==> src/hdl/sra_pkg.sv <==
// ----------------------------------------------------------------------------
// Signed radix to ASCII package
// Shared constants, types and the digit to character mapping.
// ----------------------------------------------------------------------------
`default_nettype none

package sra_pkg;

  localparam int unsigned VALUE_WIDTH_DEF = 32;
  localparam int unsigned DIGIT_DEPTH_DEF = 32;

  localparam int unsigned RADIX_W   = 6;
  localparam int unsigned DIGIT_W   = 6;
  localparam int unsigned CHAR_W    = 7;
  localparam int unsigned STEP_BITS = 4;  // dividend bits retired per divider cycle

  localparam int unsigned QUEUE_DEPTH = 2;

  localparam logic [RADIX_W-1:0] RADIX_MIN = 6'd2;
  localparam logic [RADIX_W-1:0] RADIX_MAX = 6'd36;

  localparam logic [CHAR_W-1:0]  CHAR_MINUS       = 7'd45;
  localparam logic [CHAR_W-1:0]  CHAR_DIGIT_BASE  = 7'd48;
  localparam logic [CHAR_W-1:0]  CHAR_LETTER_BASE = 7'd55;
  localparam logic [DIGIT_W-1:0] DECIMAL_LIMIT    = 6'd10;

  typedef struct packed {
    logic               neg;
    logic [RADIX_W-1:0] radix;
  } sra_cls_t;

  typedef enum logic [2:0] {
    ST_IDLE,
    ST_DIV,
    ST_SIGN,
    ST_READ,
    ST_EMIT
  } sra_state_e;

  function automatic logic [CHAR_W-1:0] digit_char(input logic [DIGIT_W-1:0] d);
    logic [CHAR_W-1:0] c;
    if (d < DECIMAL_LIMIT) begin
      c = CHAR_DIGIT_BASE + {1'b0, d};
    end else begin
      c = CHAR_LETTER_BASE + {1'b0, d};
    end
    return c;
  endfunction

endpackage

`default_nettype wire

==> src/hdl/sra_in_if.sv <==
// ----------------------------------------------------------------------------
// Input channel
// Valid/ready channel carrying one signed value and its radix.
// ----------------------------------------------------------------------------
`default_nettype none

interface sra_in_if #(
  parameter int unsigned VALUE_WIDTH = sra_pkg::VALUE_WIDTH_DEF
);
  import sra_pkg::*;

  logic                   valid;
  logic                   ready;
  logic [VALUE_WIDTH-1:0] value;
  logic [RADIX_W-1:0]     radix;

  modport source (output valid, output value, output radix, input ready);
  modport sink   (input valid, input value, input radix, output ready);
endinterface

`default_nettype wire

==> src/hdl/sra_out_if.sv <==
// ----------------------------------------------------------------------------
// Output channel
// Valid/ready channel carrying one ASCII character and its end marker.
// ----------------------------------------------------------------------------
`default_nettype none

interface sra_out_if;
  import sra_pkg::*;

  logic              valid;
  logic              ready;
  logic [CHAR_W-1:0] char_code;
  logic              last;

  modport source (output valid, output char_code, output last, input ready);
  modport sink   (input valid, input char_code, input last, output ready);
endinterface

`default_nettype wire

==> src/hdl/sra_ram.sv <==
// ----------------------------------------------------------------------------
// Generic RAM
// One write port and one read port with registered read data.
// ----------------------------------------------------------------------------
`default_nettype none

module sra_ram #(
  parameter int unsigned WIDTH = 8,
  parameter int unsigned DEPTH = 32
) (
  input  wire logic                     clk_i,
  input  wire logic                     we_i,
  input  wire logic [$clog2(DEPTH)-1:0] waddr_i,
  input  wire logic [WIDTH-1:0]         wdata_i,
  input  wire logic                     re_i,
  input  wire logic [$clog2(DEPTH)-1:0] raddr_i,
  output logic      [WIDTH-1:0]         rdata_o
);

  logic [WIDTH-1:0] mem_q [DEPTH];

  always_ff @(posedge clk_i) begin
    if (we_i) begin
      mem_q[waddr_i] <= wdata_i;
    end
    if (re_i) begin
      rdata_o <= mem_q[raddr_i];
    end
  end

endmodule

`default_nettype wire

==> src/hdl/sra_front.sv <==
// ----------------------------------------------------------------------------
// Front end
// Accepts items, clamps the radix and splits the value into sign and
// magnitude for the queue.
// ----------------------------------------------------------------------------
`default_nettype none

module sra_front #(
  parameter int unsigned VALUE_WIDTH = sra_pkg::VALUE_WIDTH_DEF
) (
  sra_in_if.sink                       in_i,
  output logic                         push_valid_o,
  input  wire logic                    push_ready_i,
  output sra_pkg::sra_cls_t            push_cls_o,
  output logic [VALUE_WIDTH-1:0]       push_mag_o
);
  import sra_pkg::*;

  logic neg;

  assign neg          = in_i.value[VALUE_WIDTH-1];
  assign push_valid_o = in_i.valid;
  assign in_i.ready   = push_ready_i;

  // The most negative value negates to itself, which read unsigned is its magnitude.
  assign push_mag_o = neg ? (~in_i.value + VALUE_WIDTH'(1)) : in_i.value;

  always_comb begin
    push_cls_o.neg = neg;
    if (in_i.radix < RADIX_MIN) begin
      push_cls_o.radix = RADIX_MIN;
    end else if (in_i.radix > RADIX_MAX) begin
      push_cls_o.radix = RADIX_MAX;
    end else begin
      push_cls_o.radix = in_i.radix;
    end
  end

endmodule

`default_nettype wire

==> src/hdl/sra_queue.sv <==
// ----------------------------------------------------------------------------
// Item queue
// Short FIFO between the front end and the conversion engine.
// ----------------------------------------------------------------------------
`default_nettype none

module sra_queue #(
  parameter int unsigned VALUE_WIDTH = sra_pkg::VALUE_WIDTH_DEF
) (
  input  wire logic                    clk_i,
  input  wire logic                    rst_ni,
  input  wire logic                    push_valid_i,
  output logic                         push_ready_o,
  input  wire sra_pkg::sra_cls_t       push_cls_i,
  input  wire logic [VALUE_WIDTH-1:0]  push_mag_i,
  output logic                         pop_valid_o,
  input  wire logic                    pop_ready_i,
  output sra_pkg::sra_cls_t            pop_cls_o,
  output logic [VALUE_WIDTH-1:0]       pop_mag_o
);
  import sra_pkg::*;

  localparam int unsigned PTR_W = $clog2(QUEUE_DEPTH);
  localparam int unsigned CNT_W = $clog2(QUEUE_DEPTH + 1);

  sra_cls_t               cls_q [QUEUE_DEPTH];
  logic [VALUE_WIDTH-1:0] mag_q [QUEUE_DEPTH];
  logic [PTR_W-1:0]       wr_ptr_q, wr_ptr_d, rd_ptr_q, rd_ptr_d;
  logic [CNT_W-1:0]       cnt_q, cnt_d;
  logic                   push, pop;

  assign push_ready_o = (cnt_q != CNT_W'(QUEUE_DEPTH));
  assign pop_valid_o  = (cnt_q != '0);
  assign push         = push_valid_i && push_ready_o;
  assign pop          = pop_valid_o && pop_ready_i;
  assign pop_cls_o    = cls_q[rd_ptr_q];
  assign pop_mag_o    = mag_q[rd_ptr_q];

  always_comb begin
    wr_ptr_d = push ? PTR_W'(wr_ptr_q + 1'b1) : wr_ptr_q;
    rd_ptr_d = pop  ? PTR_W'(rd_ptr_q + 1'b1) : rd_ptr_q;
    cnt_d    = cnt_q;
    if (push && !pop) begin
      cnt_d = cnt_q + CNT_W'(1);
    end else if (pop && !push) begin
      cnt_d = cnt_q - CNT_W'(1);
    end
  end

  always_ff @(posedge clk_i or negedge rst_ni) begin
    if (!rst_ni) begin
      wr_ptr_q <= '0;
      rd_ptr_q <= '0;
      cnt_q    <= '0;
    end else begin
      wr_ptr_q <= wr_ptr_d;
      rd_ptr_q <= rd_ptr_d;
      cnt_q    <= cnt_d;
    end
  end

  always_ff @(posedge clk_i) begin
    if (push) begin
      cls_q[wr_ptr_q] <= push_cls_i;
      mag_q[wr_ptr_q] <= push_mag_i;
    end
  end

endmodule

`default_nettype wire

==> src/hdl/sra_back.sv <==
// ----------------------------------------------------------------------------
// Conversion engine
// Divides the magnitude by the radix one digit at a time, stores the digits
// and emits them as ASCII characters, most significant first.
// ----------------------------------------------------------------------------
`default_nettype none

module sra_back #(
  parameter int unsigned VALUE_WIDTH = sra_pkg::VALUE_WIDTH_DEF,
  parameter int unsigned DIGIT_DEPTH = sra_pkg::DIGIT_DEPTH_DEF
) (
  input  wire logic                    clk_i,
  input  wire logic                    rst_ni,
  input  wire logic                    q_valid_i,
  output logic                         q_ready_o,
  input  wire sra_pkg::sra_cls_t       q_cls_i,
  input  wire logic [VALUE_WIDTH-1:0]  q_mag_i,
  sra_out_if.source                    out_o
);
  import sra_pkg::*;

  localparam int unsigned PAD_W  = ((VALUE_WIDTH + STEP_BITS - 1) / STEP_BITS) * STEP_BITS;
  localparam int unsigned STEPS  = PAD_W / STEP_BITS;
  localparam int unsigned STEP_CW = $clog2(STEPS);
  localparam int unsigned CNT_W  = $clog2(DIGIT_DEPTH + 1);
  localparam int unsigned ADDR_W = $clog2(DIGIT_DEPTH);

  sra_state_e         state_q, state_d;
  logic [PAD_W-1:0]   quot_q, quot_d, quot_shift;
  logic [DIGIT_W-1:0] rem_q, rem_d, rem_n;
  logic [RADIX_W-1:0] radix_q, radix_d;
  logic               neg_q, neg_d;
  logic [STEP_CW-1:0] step_q, step_d;
  logic [CNT_W-1:0]   cnt_q, cnt_d, cnt_m1;
  logic               out_valid_q, out_valid_d;
  logic [CHAR_W-1:0]  out_char_q, out_char_d;
  logic               out_last_q, out_last_d;
  logic [STEP_BITS-1:0] qbits;
  logic               last_step, next_zero, out_free;
  logic               ram_we, ram_re;
  logic [DIGIT_W-1:0] ram_rdata;

  // Restoring division: each cycle shifts STEP_BITS dividend bits into the
  // remainder and shifts the matching quotient bits into the low end.
  always_comb begin : div_step
    logic [DIGIT_W:0] trial;
    rem_n = rem_q;
    qbits = '0;
    for (int i = 0; i < STEP_BITS; i++) begin
      trial = {rem_n, quot_q[PAD_W-1-i]};
      if (trial >= {1'b0, radix_q}) begin
        rem_n = DIGIT_W'(trial - {1'b0, radix_q});
        qbits[STEP_BITS-1-i] = 1'b1;
      end else begin
        rem_n = trial[DIGIT_W-1:0];
      end
    end
  end

  assign quot_shift = {quot_q[PAD_W-STEP_BITS-1:0], qbits};
  assign last_step  = (step_q == STEP_CW'(STEPS - 1));
  assign next_zero  = (quot_shift == '0);
  assign out_free   = !out_valid_q || out_o.ready;
  assign cnt_m1     = cnt_q - CNT_W'(1);

  always_comb begin
    state_d = state_q;
    unique case (state_q)
      ST_IDLE: begin
        if (q_valid_i) begin
          state_d = ST_DIV;
        end
      end
      ST_DIV: begin
        if (last_step && next_zero) begin
          state_d = neg_q ? ST_SIGN : ST_READ;
        end
      end
      ST_SIGN: begin
        if (out_free) begin
          state_d = ST_READ;
        end
      end
      ST_READ: begin
        state_d = ST_EMIT;
      end
      ST_EMIT: begin
        if (out_free) begin
          state_d = (cnt_q == CNT_W'(1)) ? ST_IDLE : ST_READ;
        end
      end
      default: begin
        state_d = ST_IDLE;
      end
    endcase
  end

  always_comb begin
    q_ready_o   = 1'b0;
    quot_d      = quot_q;
    rem_d       = rem_q;
    radix_d     = radix_q;
    neg_d       = neg_q;
    step_d      = step_q;
    cnt_d       = cnt_q;
    ram_we      = 1'b0;
    ram_re      = 1'b0;
    out_valid_d = out_free ? 1'b0 : out_valid_q;
    out_char_d  = out_char_q;
    out_last_d  = out_last_q;
    unique case (state_q)
      ST_IDLE: begin
        q_ready_o = 1'b1;
        if (q_valid_i) begin
          quot_d  = PAD_W'(q_mag_i);
          rem_d   = '0;
          radix_d = q_cls_i.radix;
          neg_d   = q_cls_i.neg;
          step_d  = '0;
          cnt_d   = '0;
        end
      end
      ST_DIV: begin
        quot_d = quot_shift;
        rem_d  = rem_n;
        step_d = step_q + STEP_CW'(1);
        if (last_step) begin
          step_d = '0;
          rem_d  = '0;
          // Digits beyond the store depth are the most significant ones and are dropped.
          if (cnt_q < CNT_W'(DIGIT_DEPTH)) begin
            ram_we = 1'b1;
            cnt_d  = cnt_q + CNT_W'(1);
          end
        end
      end
      ST_SIGN: begin
        if (out_free) begin
          out_valid_d = 1'b1;
          out_char_d  = CHAR_MINUS;
          out_last_d  = 1'b0;
        end
      end
      ST_READ: begin
        ram_re = 1'b1;
      end
      ST_EMIT: begin
        if (out_free) begin
          out_valid_d = 1'b1;
          out_char_d  = digit_char(ram_rdata);
          out_last_d  = (cnt_q == CNT_W'(1));
          cnt_d       = cnt_m1;
        end
      end
      default: begin
      end
    endcase
  end

  sra_ram #(
    .WIDTH (DIGIT_W),
    .DEPTH (DIGIT_DEPTH)
  ) u_digit_ram (
    .clk_i   (clk_i),
    .we_i    (ram_we),
    .waddr_i (cnt_q[ADDR_W-1:0]),
    .wdata_i (rem_n),
    .re_i    (ram_re),
    .raddr_i (cnt_m1[ADDR_W-1:0]),
    .rdata_o (ram_rdata)
  );

  always_ff @(posedge clk_i or negedge rst_ni) begin
    if (!rst_ni) begin
      state_q     <= ST_IDLE;
      step_q      <= '0;
      cnt_q       <= '0;
      neg_q       <= 1'b0;
      out_valid_q <= 1'b0;
    end else begin
      state_q     <= state_d;
      step_q      <= step_d;
      cnt_q       <= cnt_d;
      neg_q       <= neg_d;
      out_valid_q <= out_valid_d;
    end
  end

  always_ff @(posedge clk_i) begin
    quot_q     <= quot_d;
    rem_q      <= rem_d;
    radix_q    <= radix_d;
    out_char_q <= out_char_d;
    out_last_q <= out_last_d;
  end

  assign out_o.valid     = out_valid_q;
  assign out_o.char_code = out_char_q;
  assign out_o.last      = out_last_q;

endmodule

`default_nettype wire

==> src/hdl/signed_radix_to_ascii.sv <==
// ----------------------------------------------------------------------------
// Signed radix to ASCII converter
// Turns a signed integer into its text in radix 2 to 36, one ASCII character
// per transfer, most significant first, led by a minus sign when negative.
// ----------------------------------------------------------------------------
//
//   Channel  Dir  Payload                     Notes
//   in_i     in   value, radix                one number per transfer
//   out_o    out  char_code, last             one character per transfer
//
// An item passes through the queue hand-off, then the four-bit-per-cycle divider
// once per digit, then the registered digit RAM read once per character, with
// the sign emitted first for a negative value.
// The front end keeps taking items into a two-entry queue while the engine
// works, until the queue is full. The digit RAM needs no clearing pass after reset.
`default_nettype none

module signed_radix_to_ascii #(
  parameter int unsigned VALUE_WIDTH = sra_pkg::VALUE_WIDTH_DEF,
  parameter int unsigned DIGIT_DEPTH = sra_pkg::DIGIT_DEPTH_DEF
) (
  input  wire logic clk_i,
  input  wire logic rst_ni,
  sra_in_if.sink    in_i,
  sra_out_if.source out_o
);
  import sra_pkg::*;

  logic                   push_valid, push_ready;
  sra_cls_t               push_cls;
  logic [VALUE_WIDTH-1:0] push_mag;
  logic                   q_valid, q_ready;
  sra_cls_t               q_cls;
  logic [VALUE_WIDTH-1:0] q_mag;

  sra_front #(
    .VALUE_WIDTH (VALUE_WIDTH)
  ) u_front (
    .in_i         (in_i),
    .push_valid_o (push_valid),
    .push_ready_i (push_ready),
    .push_cls_o   (push_cls),
    .push_mag_o   (push_mag)
  );

  sra_queue #(
    .VALUE_WIDTH (VALUE_WIDTH)
  ) u_queue (
    .clk_i        (clk_i),
    .rst_ni       (rst_ni),
    .push_valid_i (push_valid),
    .push_ready_o (push_ready),
    .push_cls_i   (push_cls),
    .push_mag_i   (push_mag),
    .pop_valid_o  (q_valid),
    .pop_ready_i  (q_ready),
    .pop_cls_o    (q_cls),
    .pop_mag_o    (q_mag)
  );

  sra_back #(
    .VALUE_WIDTH (VALUE_WIDTH),
    .DIGIT_DEPTH (DIGIT_DEPTH)
  ) u_back (
    .clk_i     (clk_i),
    .rst_ni    (rst_ni),
    .q_valid_i (q_valid),
    .q_ready_o (q_ready),
    .q_cls_i   (q_cls),
    .q_mag_i   (q_mag),
    .out_o     (out_o)
  );

  // Every emitted character is a minus sign, a decimal digit or an upper-case letter.
  a_char_legal: assert property (@(posedge clk_i) disable iff (!rst_ni)
    out_o.valid |-> (out_o.char_code == CHAR_MINUS) ||
                    (out_o.char_code >= CHAR_DIGIT_BASE &&
                     out_o.char_code < CHAR_DIGIT_BASE + CHAR_W'(DECIMAL_LIMIT)) ||
                    (out_o.char_code >= CHAR_LETTER_BASE + CHAR_W'(DECIMAL_LIMIT) &&
                     out_o.char_code < CHAR_LETTER_BASE + CHAR_W'(RADIX_MAX)))
    else $error("illegal character code on output");

  // The sign always precedes digits, so it never ends a number.
  a_sign_not_last: assert property (@(posedge clk_i) disable iff (!rst_ni)
    (out_o.valid && out_o.char_code == CHAR_MINUS) |-> !out_o.last)
    else $error("minus sign flagged as last character");

  // Once the engine takes an item it is busy until that number is emitted.
  a_engine_busy: assert property (@(posedge clk_i) disable iff (!rst_ni)
    (q_valid && q_ready) |=> !q_ready)
    else $error("engine took two items back to back");

endmodule

`default_nettype wire
==> src/flat_wrapper.sv <==
// flat-port wrapper written by rule: the top's interface ports become plain ports
module signed_radix_to_ascii_flat import sra_pkg::*;
#(
  parameter int unsigned VALUE_WIDTH = sra_pkg::VALUE_WIDTH_DEF,
  parameter int unsigned DIGIT_DEPTH = sra_pkg::DIGIT_DEPTH_DEF
)
  (clk_i, rst_ni, in_i_valid, in_i_value, in_i_radix, in_i_ready, out_o_valid, out_o_char_code, out_o_last, out_o_ready);
  sra_in_if #(.VALUE_WIDTH(VALUE_WIDTH)) in_i_i ();
  sra_out_if out_o_i ();
  input  wire logic clk_i;
  input  wire logic rst_ni;
  input wire logic [$bits(in_i_i.valid)-1:0] in_i_valid;
  input wire logic [$bits(in_i_i.value)-1:0] in_i_value;
  input wire logic [$bits(in_i_i.radix)-1:0] in_i_radix;
  output wire logic [$bits(in_i_i.ready)-1:0] in_i_ready;
  output wire logic [$bits(out_o_i.valid)-1:0] out_o_valid;
  output wire logic [$bits(out_o_i.char_code)-1:0] out_o_char_code;
  output wire logic [$bits(out_o_i.last)-1:0] out_o_last;
  input wire logic [$bits(out_o_i.ready)-1:0] out_o_ready;
  assign in_i_i.valid = in_i_valid;
  assign in_i_i.value = in_i_value;
  assign in_i_i.radix = in_i_radix;
  assign in_i_ready = in_i_i.ready;
  assign out_o_valid = out_o_i.valid;
  assign out_o_char_code = out_o_i.char_code;
  assign out_o_last = out_o_i.last;
  assign out_o_i.ready = out_o_ready;
  signed_radix_to_ascii #(.VALUE_WIDTH(VALUE_WIDTH), .DIGIT_DEPTH(DIGIT_DEPTH)) u_core (.clk_i(clk_i), .rst_ni(rst_ni), .in_i(in_i_i), .out_o(out_o_i));
endmodule
==> config.mk <==
export PLATFORM = sky130hd
export DESIGN_NAME = signed_radix_to_ascii_flat
export DESIGN_NICKNAME = d
export VERILOG_FILES = /design/src/hdl/sra_pkg.sv /design/src/hdl/sra_in_if.sv /design/src/hdl/sra_out_if.sv /design/src/hdl/sra_ram.sv /design/src/hdl/sra_front.sv /design/src/hdl/sra_queue.sv /design/src/hdl/sra_back.sv /design/src/hdl/signed_radix_to_ascii.sv /design/src/flat_wrapper.sv
export SDC_FILE = /design/constraint.sdc
export NUM_CORES = 1
export LEC_CHECK = 0
export ABC_AREA = 0
export BUFFER_PORTS_ARGS = -buffer_cell sky130_fd_sc_hd__buf_4
export CORE_ASPECT_RATIO = 2
export CORE_MARGIN = 8
export CORE_UTILIZATION = 28
export CTS_CLUSTER_DIAMETER = 120
export DETAILED_ROUTE_END_ITERATION = 8
export GPL_TIMING_DRIVEN = 0
export PLACE_DENSITY = 0.54
export SYNTH_ARGS = -nofsm -noshare
export SYNTH_HDL_FRONTEND = slang
export SYNTH_SLANG_ARGS = --single-unit
==> constraint.sdc <==
create_clock -name clk_i -period 15.89 [get_ports clk_i]
set_clock_uncertainty 0.2 [all_clocks]
set_input_delay 2.3835 -clock clk_i [delete_from_list [all_inputs] [get_ports clk_i]]
set_output_delay 2.3835 -clock clk_i [all_outputs]
set_load 0.01 [all_outputs]
== Yosys cells after proc, flatten, opt, wreduce, memory -nomap -nowiden ==
Memory sizes are Yosys's and may differ from the RTL's. A register that Yosys moved wholly into a read port is not among the register bits.
Cells that the tools add are included.

* Logic and storage cells: 125
* Bits of input ports: 42
* Output and inout port bits: 10
* Memories: 3
* Register bits: 70
* RAM bits: 270

* $lt $le $gt $ge: 8
* Add/subtract/negate cells: 14
* Muxes and demuxes: 51
* Eq/ne operators: 13
* Reduce and logical (&&, ||, !) cells: 22
* Bitwise gates (word level): 1

{| class="wikitable"
|+ Memory list
! name !! words !! width !! rd ports !! clocked after memory_dff !! write ports !! line !! RTL
|-
| u_core.u_back.u_digit_ram.mem_q || 32 || 6 || 1 || 1 || 1 || sra_ram.sv:20 || <nowiki>logic [WIDTH-1:0] mem_q [DEPTH];</nowiki>
|-
| u_core.u_queue.mag_q || 2 || 32 || 1 || 0 || 1 || sra_queue.sv:27 || <nowiki>logic [VALUE_WIDTH-1:0] mag_q [QUEUE_DEPTH];</nowiki>
|-
| u_core.u_queue.cls_q || 2 || 7 || 1 || 0 || 1 || sra_queue.sv:26 || <nowiki>sra_cls_t cls_q [QUEUE_DEPTH];</nowiki>
|}

{| class="wikitable"
|+ Operators by type and width
! operator !! number
|-
| $mux 6 || 11
|-
| $mux 32 || 2
|-
| $pmux 32 s2 || 1
|-
| $add 32x1->32 const B || 1
|-
| $logic_not 32->1 || 1
|-
| $not 32->32 || 1
|-
| $ge 7x6->1 || 4
|-
| $sub 6x6->6 || 4
|-
| $mux 7 || 3
|-
| $mux 1 || 19
|-
| $mux 3 || 6
|-
| $pmux 6 s3 || 1
|-
| $pmux 3 s5 || 1
|-
| $add 6x6->7 const A || 2
|-
| $pmux 7 s2 || 1
|-
| $ne 2x2->1 const B || 6
|-
| $pmux 6 s2 || 1
|-
| $reduce_bool 2->1 || 4
|-
| $add 6x1->6 const B || 1
|-
| $eq 3x2->1 const B || 2
|-
| $eq 3x3->1 const B || 2
|-
| $eq 6x1->1 const B || 1
|-
| $gt 6x6->1 const B || 1
|-
| $lt 6x2->1 const B || 1
|-
| other kinds (22) || 32
|}

== Depth between registers and ports, before layout ==
* Word-level depth: 12
* Mapped depth: 30

== Hierarchy ==
From an unflattened synthesis, not the netlist that was laid out.

* Cells, all modules: 1,090
* Area, all modules: 16,135.5 um^2

{| class="wikitable"
|+ Modules (own cells, without submodules)
! module !! times used !! cells each !! area each (um^2)
|-
| sra_ram || 1 || 323 || 7,649.8
|-
| sra_back || 1 || 519 || 4,683.2
|-
| sra_queue || 1 || 139 || 3,032.9
|-
| sra_front || 1 || 109 || 769.5
|}

== Worst setup path before layout ==
OpenSTA, ideal clock, no wires.

* Path kind: reg-to-reg
* Start: register u_core.u_back.rem_q[3]
* End: memory u_core.u_back.u_digit_ram.mem_q[0][4] (netlist bit) (data pin)
* Path slack: 8,000 ps
* Clock period less this slack: 7,890 ps
* Library setup time: 385 ps
* Stages on the path, launching flop included: 29
* Path buffers: 0
* Arrival time: 7,305 ps
* Path through: edfxtp_1 -> ha_1 -> a21o_1 -> a211o_1 -> a21oi_1 -> mux2i_1 -> ha_1 -> and3_1 -> a311o_1 -> o32ai_1 -> nand2_1 -> o21ai_0 -> inv_1 -> ha_1 -> a21oi_1 -> o21ai_0 -> a31oi_1 -> o311a_1 -> nand2_1 -> mux2_2 -> inv_1 -> ha_1 -> o21ai_0 -> a21oi_1 -> o21ai_0 -> a21oi_1 -> inv_1 -> nand3_1 -> mux2i_1

* Cells in the longest elaborated chain, start to end: 8
* Elaborated cells between the ends (all ways): 12
* Those cells by class: 4 x add/sub; 4 x order compare; 4 x mux

{| class="wikitable"
|+ Ends and longest elaborated chain
! item !! line !! RTL
|-
| from (decl) || sra_back.sv:30 || <nowiki>logic [DIGIT_W-1:0] rem_q, rem_d, rem_n;</nowiki>
|-
| from (signal assigned) || sra_back.sv:191 || <nowiki>rem_q <= rem_d;</nowiki>
|-
| $sub 6x6->6 or $ge 7x6->1 (tied branches) || sra_back.sv:52, sra_back.sv:51 ||
|-
| $mux 6 (*) || sra_back.sv:51 || <nowiki>if (trial >= {1'b0, radix_q}) begin</nowiki>
|-
| $sub 6x6->6 or $ge 7x6->1 (tied branches) || sra_back.sv:52, sra_back.sv:51 ||
|-
| $mux 6 (*) || sra_back.sv:51 ||
|-
| $ge 7x6->1 or $sub 6x6->6 (tied branches) || sra_back.sv:51, sra_back.sv:52 ||
|-
| $mux 6 (*) || sra_back.sv:51 ||
|-
| $sub 6x6->6 or $ge 7x6->1 (tied branches) || sra_back.sv:52, sra_back.sv:51 ||
|-
| $mux 6 (*) || sra_back.sv:51 ||
|-
| named net u_core.u_back.rem_n[4] || sra_back.sv:30 ||
|-
| to (decl) || sra_ram.sv:20 ||
|}

Mark *: on every way through the listed nets, which the timed path passes. The rest lies on a longest branch.

== Worst setup path in the final report ==
* Start: register u_core.u_back.radix_q[1]
* End: memory u_core.u_back.u_digit_ram.mem_q[0][1] (netlist bit) (data pin)

* Cells in the longest elaborated chain, start to end: 8
* Elaborated cells between the ends (all ways): 12
* Those cells by class: 4 x add/sub; 4 x order compare; 4 x mux

{| class="wikitable"
|+ Ends and longest elaborated chain
! item !! line !! RTL
|-
| from (decl) || sra_back.sv:31 || <nowiki>logic [RADIX_W-1:0] radix_q, radix_d;</nowiki>
|-
| from (signal assigned) || sra_back.sv:192 || <nowiki>radix_q <= radix_d;</nowiki>
|-
| $sub 6x6->6 or $ge 7x6->1 (tied branches) || sra_back.sv:52, sra_back.sv:51 ||
|-
| $mux 6 || sra_back.sv:51 ||
|-
| $sub 6x6->6 or $ge 7x6->1 (tied branches) || sra_back.sv:52, sra_back.sv:51 ||
|-
| $mux 6 || sra_back.sv:51 ||
|-
| $ge 7x6->1 or $sub 6x6->6 (tied branches) || sra_back.sv:51, sra_back.sv:52 ||
|-
| $mux 6 || sra_back.sv:51 ||
|-
| $sub 6x6->6 or $ge 7x6->1 (tied branches) || sra_back.sv:52, sra_back.sv:51 ||
|-
| $mux 6 (*) || sra_back.sv:51 ||
|-
| named net u_core.u_back.rem_n[1] || sra_back.sv:30 ||
|}

Marks and branches as above.

==> summary.md <==
| Metric | Value |
|---|---|
| Status | completed |
| Pin count of the biggest net entering global routing | 40 |
| Final setup viols | 0 |
| CP startpoint kind | register |
| I/O Buffers | 51 |
| Area contributors post-synth | edfxtp_1 62%, mux4_2 8.5%, dfrtp_1 2.8% |
| Unrepaired setup endpoints after global routing | false |
| Crit path arrival time | roughly 10 ns |
| H-Tree Depth | 1 |
| Worst slew pin tran | approximately 1.3 ns |
| Worst slew margin relative to its limit | a little over a tenth |
| Sequential share of the synthesized area | between 60% and 70% |
| CTS clock-pin slew for the worst setup and hold paths | about 0.07 ns |
| Clock Latency Late Sink | ~0.56 ns |
| Largest delay contributor family on the critical path | compound AO/OA/AOI/OAI gates |
| Postcts setup bufs | 0 |
| Routability congestion estimate | roughly 0.83 |
| Endpoints failing hold | 0 |
| Tmin final | roughly 10 ns |
| Starting Density | around 28% |
| Syn_nets | between 1000 and 1500 |
| TNS Setup | 0 ns |
| Post-synth ARST share | 5.202% |
| Vias per cell | around 4.8 |
| Max Root-Sink Buffers | 3 |
| Area of the core | about 56000 µm² |
| Layout Area Growth over Synthesis | 15.20% |
| Crit-path most repeated cell | o21ai_0 |
| Slowest library cell on the worst path | mux2_1 |
| Synth warn | 0 |
| Post_cts resized | 0 |
| Worst reg2reg endpoint | u_core.u_back.u_digit_ram.mem_q[0][1] |
| Syn Area/Cell | 15.12 µm² |
| Die area | between 60000 and 70000 µm² |
| First-pass GRT wire length | 59010 µm |
| R2R cell count | 28 |
| Nets | between 1000 and 1500 |
| Worst Setup End Kind | register |
| Antenna violations before repair | 0 |
| CTS Sinks | 346 |
| Hold endpoint | u_core.u_back.neg_q |
| WS Path Type | reg -> reg |
| Vias in the first global route | between 9000 and 10000 |
| DRC | 0 |
| WL per Instance | 20.27 µm |
| Num CTS Buffers | 29 |
| Worst path max stage delay | around 1.1 ns |
| Upper clock frequency limit | approximately 97 MHz |
| Critical path peak fanout | 32 |
| Cell count after placement | about 1900 |
| WL final | 38590 µm |
| # hold bufs at CTS | 0 |
| TritonCTS clock tree | built |
| Worst hold path type | reg -> reg |
| Dominant synthesized flop cell | edfxtp_1 |
| Reg2reg setup slack | around 5.6 ns |
| R2r startpoint | u_core.u_back.radix_q[1] |
| Post-synth EDFFs | about 330 |
| Antenna Nets Post-Route | 0 |
| Post-route insts no fill | 1904 |
| Period utilization | around two thirds |
| Worst Hold Depth | 2 |
| Flops & latches, synth | 346 |
| Die span in y | between 300 and 400 µm |
| Drt initial violations | 386 |
| Fraction of layout cells with a size suffix above 1 | approximately 18% |
| Post-synth cell types | 64 |
| Gate Count Post-Synth | roughly 1000 |
| Diodes inserted | 0 |
| IO Pins | 52 |
| Hold Startpoint | u_core.u_back.neg_q |
| DP HPWL | 30190 µm |
| Final Slew Violations | 0 |
| Count leader, synth | edfxtp_1 |
| Root buffer cell | clkbuf_16 |
| Top cell type's share of synthesized area | approximately 62% |
| Vias post-DR | about 9000 |
| Drt first pass iters | 6 |
| Overflow after GRT | 0 |
| GRT Total Usage | between 10% and 20% |
| Post-Syn Area | approximately 16000 µm² |
| Max cap viols | 0 |
| Core Rows | between 100 and 150 |
| Top post-synthesis cells by count | 328 x edfxtp_1, 84 x nand2_1, 68 x o21ai_0 |
| Critical Path RT | between 15 and 20 ns |
| CP Buf/Inv Count | 2 |
| DIE WIDTH | between 150 and 200 µm |
| Area leader, netlist | edfxtp_1 |
-- metrics by stage --
stage	hold WS [ns]	instance area (µm²)	utilization, %	setup slack [ns]
after detailed placement	0.2763	17260	30.81	5.632
after floorplan	0.2502	15820	-	8.000
final	0.2938	18220	32.52	5.573
after global placement	0.2722	17140	30.59	4.707
after CTS	0.2941	18220	32.52	5.607
after global routing	0.3360	18220	32.52	4.861
-- cells by family after synthesis --
| kind of cell | count (synthesis) | share of synthesized area, % |
|---|---|---|
| xor+xnor | 51 | 2.824 |
| fa+ha+maj | 41 | 3.418 |
| buf+inv | 73 | 1.733 |
| flops | 346 | 65.13 |
| mux | 114 | 12.10 |
| compound gates | 171 | 6.843 |
| simple gates | 250 | 7.959 |
-- flip-flops by register name, summed over array words and instances (netlist names), 2 cells and up, named ones only --
signal	cells
u_core.u_back.u_digit_ram.mem_q	192
u_core.u_back.step_q	3
u_core.u_back.rem_q	6
u_core.u_queue.cls_q	14
u_core.u_back.state_q	3
u_core.u_back.u_digit_ram.rdata_o	6
u_core.u_back.radix_q	6
u_core.u_back.cnt_q	6
u_core.u_queue.cnt_q	2
u_core.u_queue.mag_q	64
u_core.u_back.out_o.char_code	7
u_core.u_back.quot_q	32
-- cell usage in the layout (no fill, tap or decap), types with 6 or more instances in the layout --
master / n
edfxtp_1: 328
nand2_1: 83
o21ai_0: 68
mux4_2: 60
nor2_1: 56
buf_4: 51
xnor2_1: 40
mux2i_1: 36
ha_1: 36
inv_1: 34
clkbuf_1: 34
clkbuf_16: 29
a21oi_1: 22
dfrtp_1: 18
nor2b_1: 16
mux2_2: 16
nand3_1: 13
xor2_1: 11
nand2b_1: 11
nor4_1: 11
o31ai_1: 10
o21a_1: 9
nor3_1: 9
and3_1: 8
or3_1: 8
a211oi_1: 7
o211ai_1: 7
clkinv_2: 7
clkinvlp_4: 7
a31oi_1: 6
buf_1: 6
-- cell type report --
| class | count | area [µm²] |
|---|---|---|
| Buffer | 39 | 146.4 |
| Clock buffer | 30 | 729.5 |
| Clock inverter | 23 | 227.7 |
| Fill cell | 5551 | 37800 |
| Inverter | 34 | 127.6 |
| Multi-Input combinational cell | 627 | 5284 |
| Sequential cell | 346 | 10300 |
| Tap cell | 750 | 938.4 |
| Timing Repair Buffer | 55 | 465.4 |
-- worst reg2reg max path, delay by kind of cell (launching register included) --
family                     cells  cell delay [ns]
buffers and inverters          2             0.40
DFF                            1             0.55
AOI/OAI and AO/OA             15             4.63
and+or+nand+nor                5             1.36
muxes                          2             1.48
adders and majority gates      4             1.30
-- worst max-delay path by stage --
stage                             start                                      to  slack, ns  cells after the start
6_report       u_core.u_back.radix_q[1]   u_core.u_back.u_digit_ram.mem_q[0][1]       5.57                     28
5_1_grt        u_core.u_back.radix_q[1]   u_core.u_back.u_digit_ram.mem_q[0][1]       4.86                     28
4_1_cts        u_core.u_back.radix_q[1]   u_core.u_back.u_digit_ram.mem_q[0][1]       5.61                     28
3_5_place_dp   u_core.u_back.radix_q[1]   u_core.u_back.u_digit_ram.mem_q[2][1]       5.63                     27
3_3_place_gp   u_core.u_back.radix_q[1]  u_core.u_back.u_digit_ram.mem_q[14][4]       4.71                     29
2_1_floorplan    u_core.u_back.rem_q[3]   u_core.u_back.u_digit_ram.mem_q[0][4]       8.00                     28
-- per-layer routing --
layer | wire length (µm) | track usage (%) | share of wire [%] | vias to the layer above
li1 | - | - | - | 4226
met1 | 11620 | 9.706 | 30 | 4595
met2 | 24590 | 26.40 | 64 | 162
met3 | 887 | 1.217 | 2.3 | 68
met4 | 1486 | 4.810 | 3.9 | 0
met5 | 0 | 0 | 0 | -
Power is not shown: default switching activity piles up to over one toggle a cycle in this logic, so the estimate is an artifact.
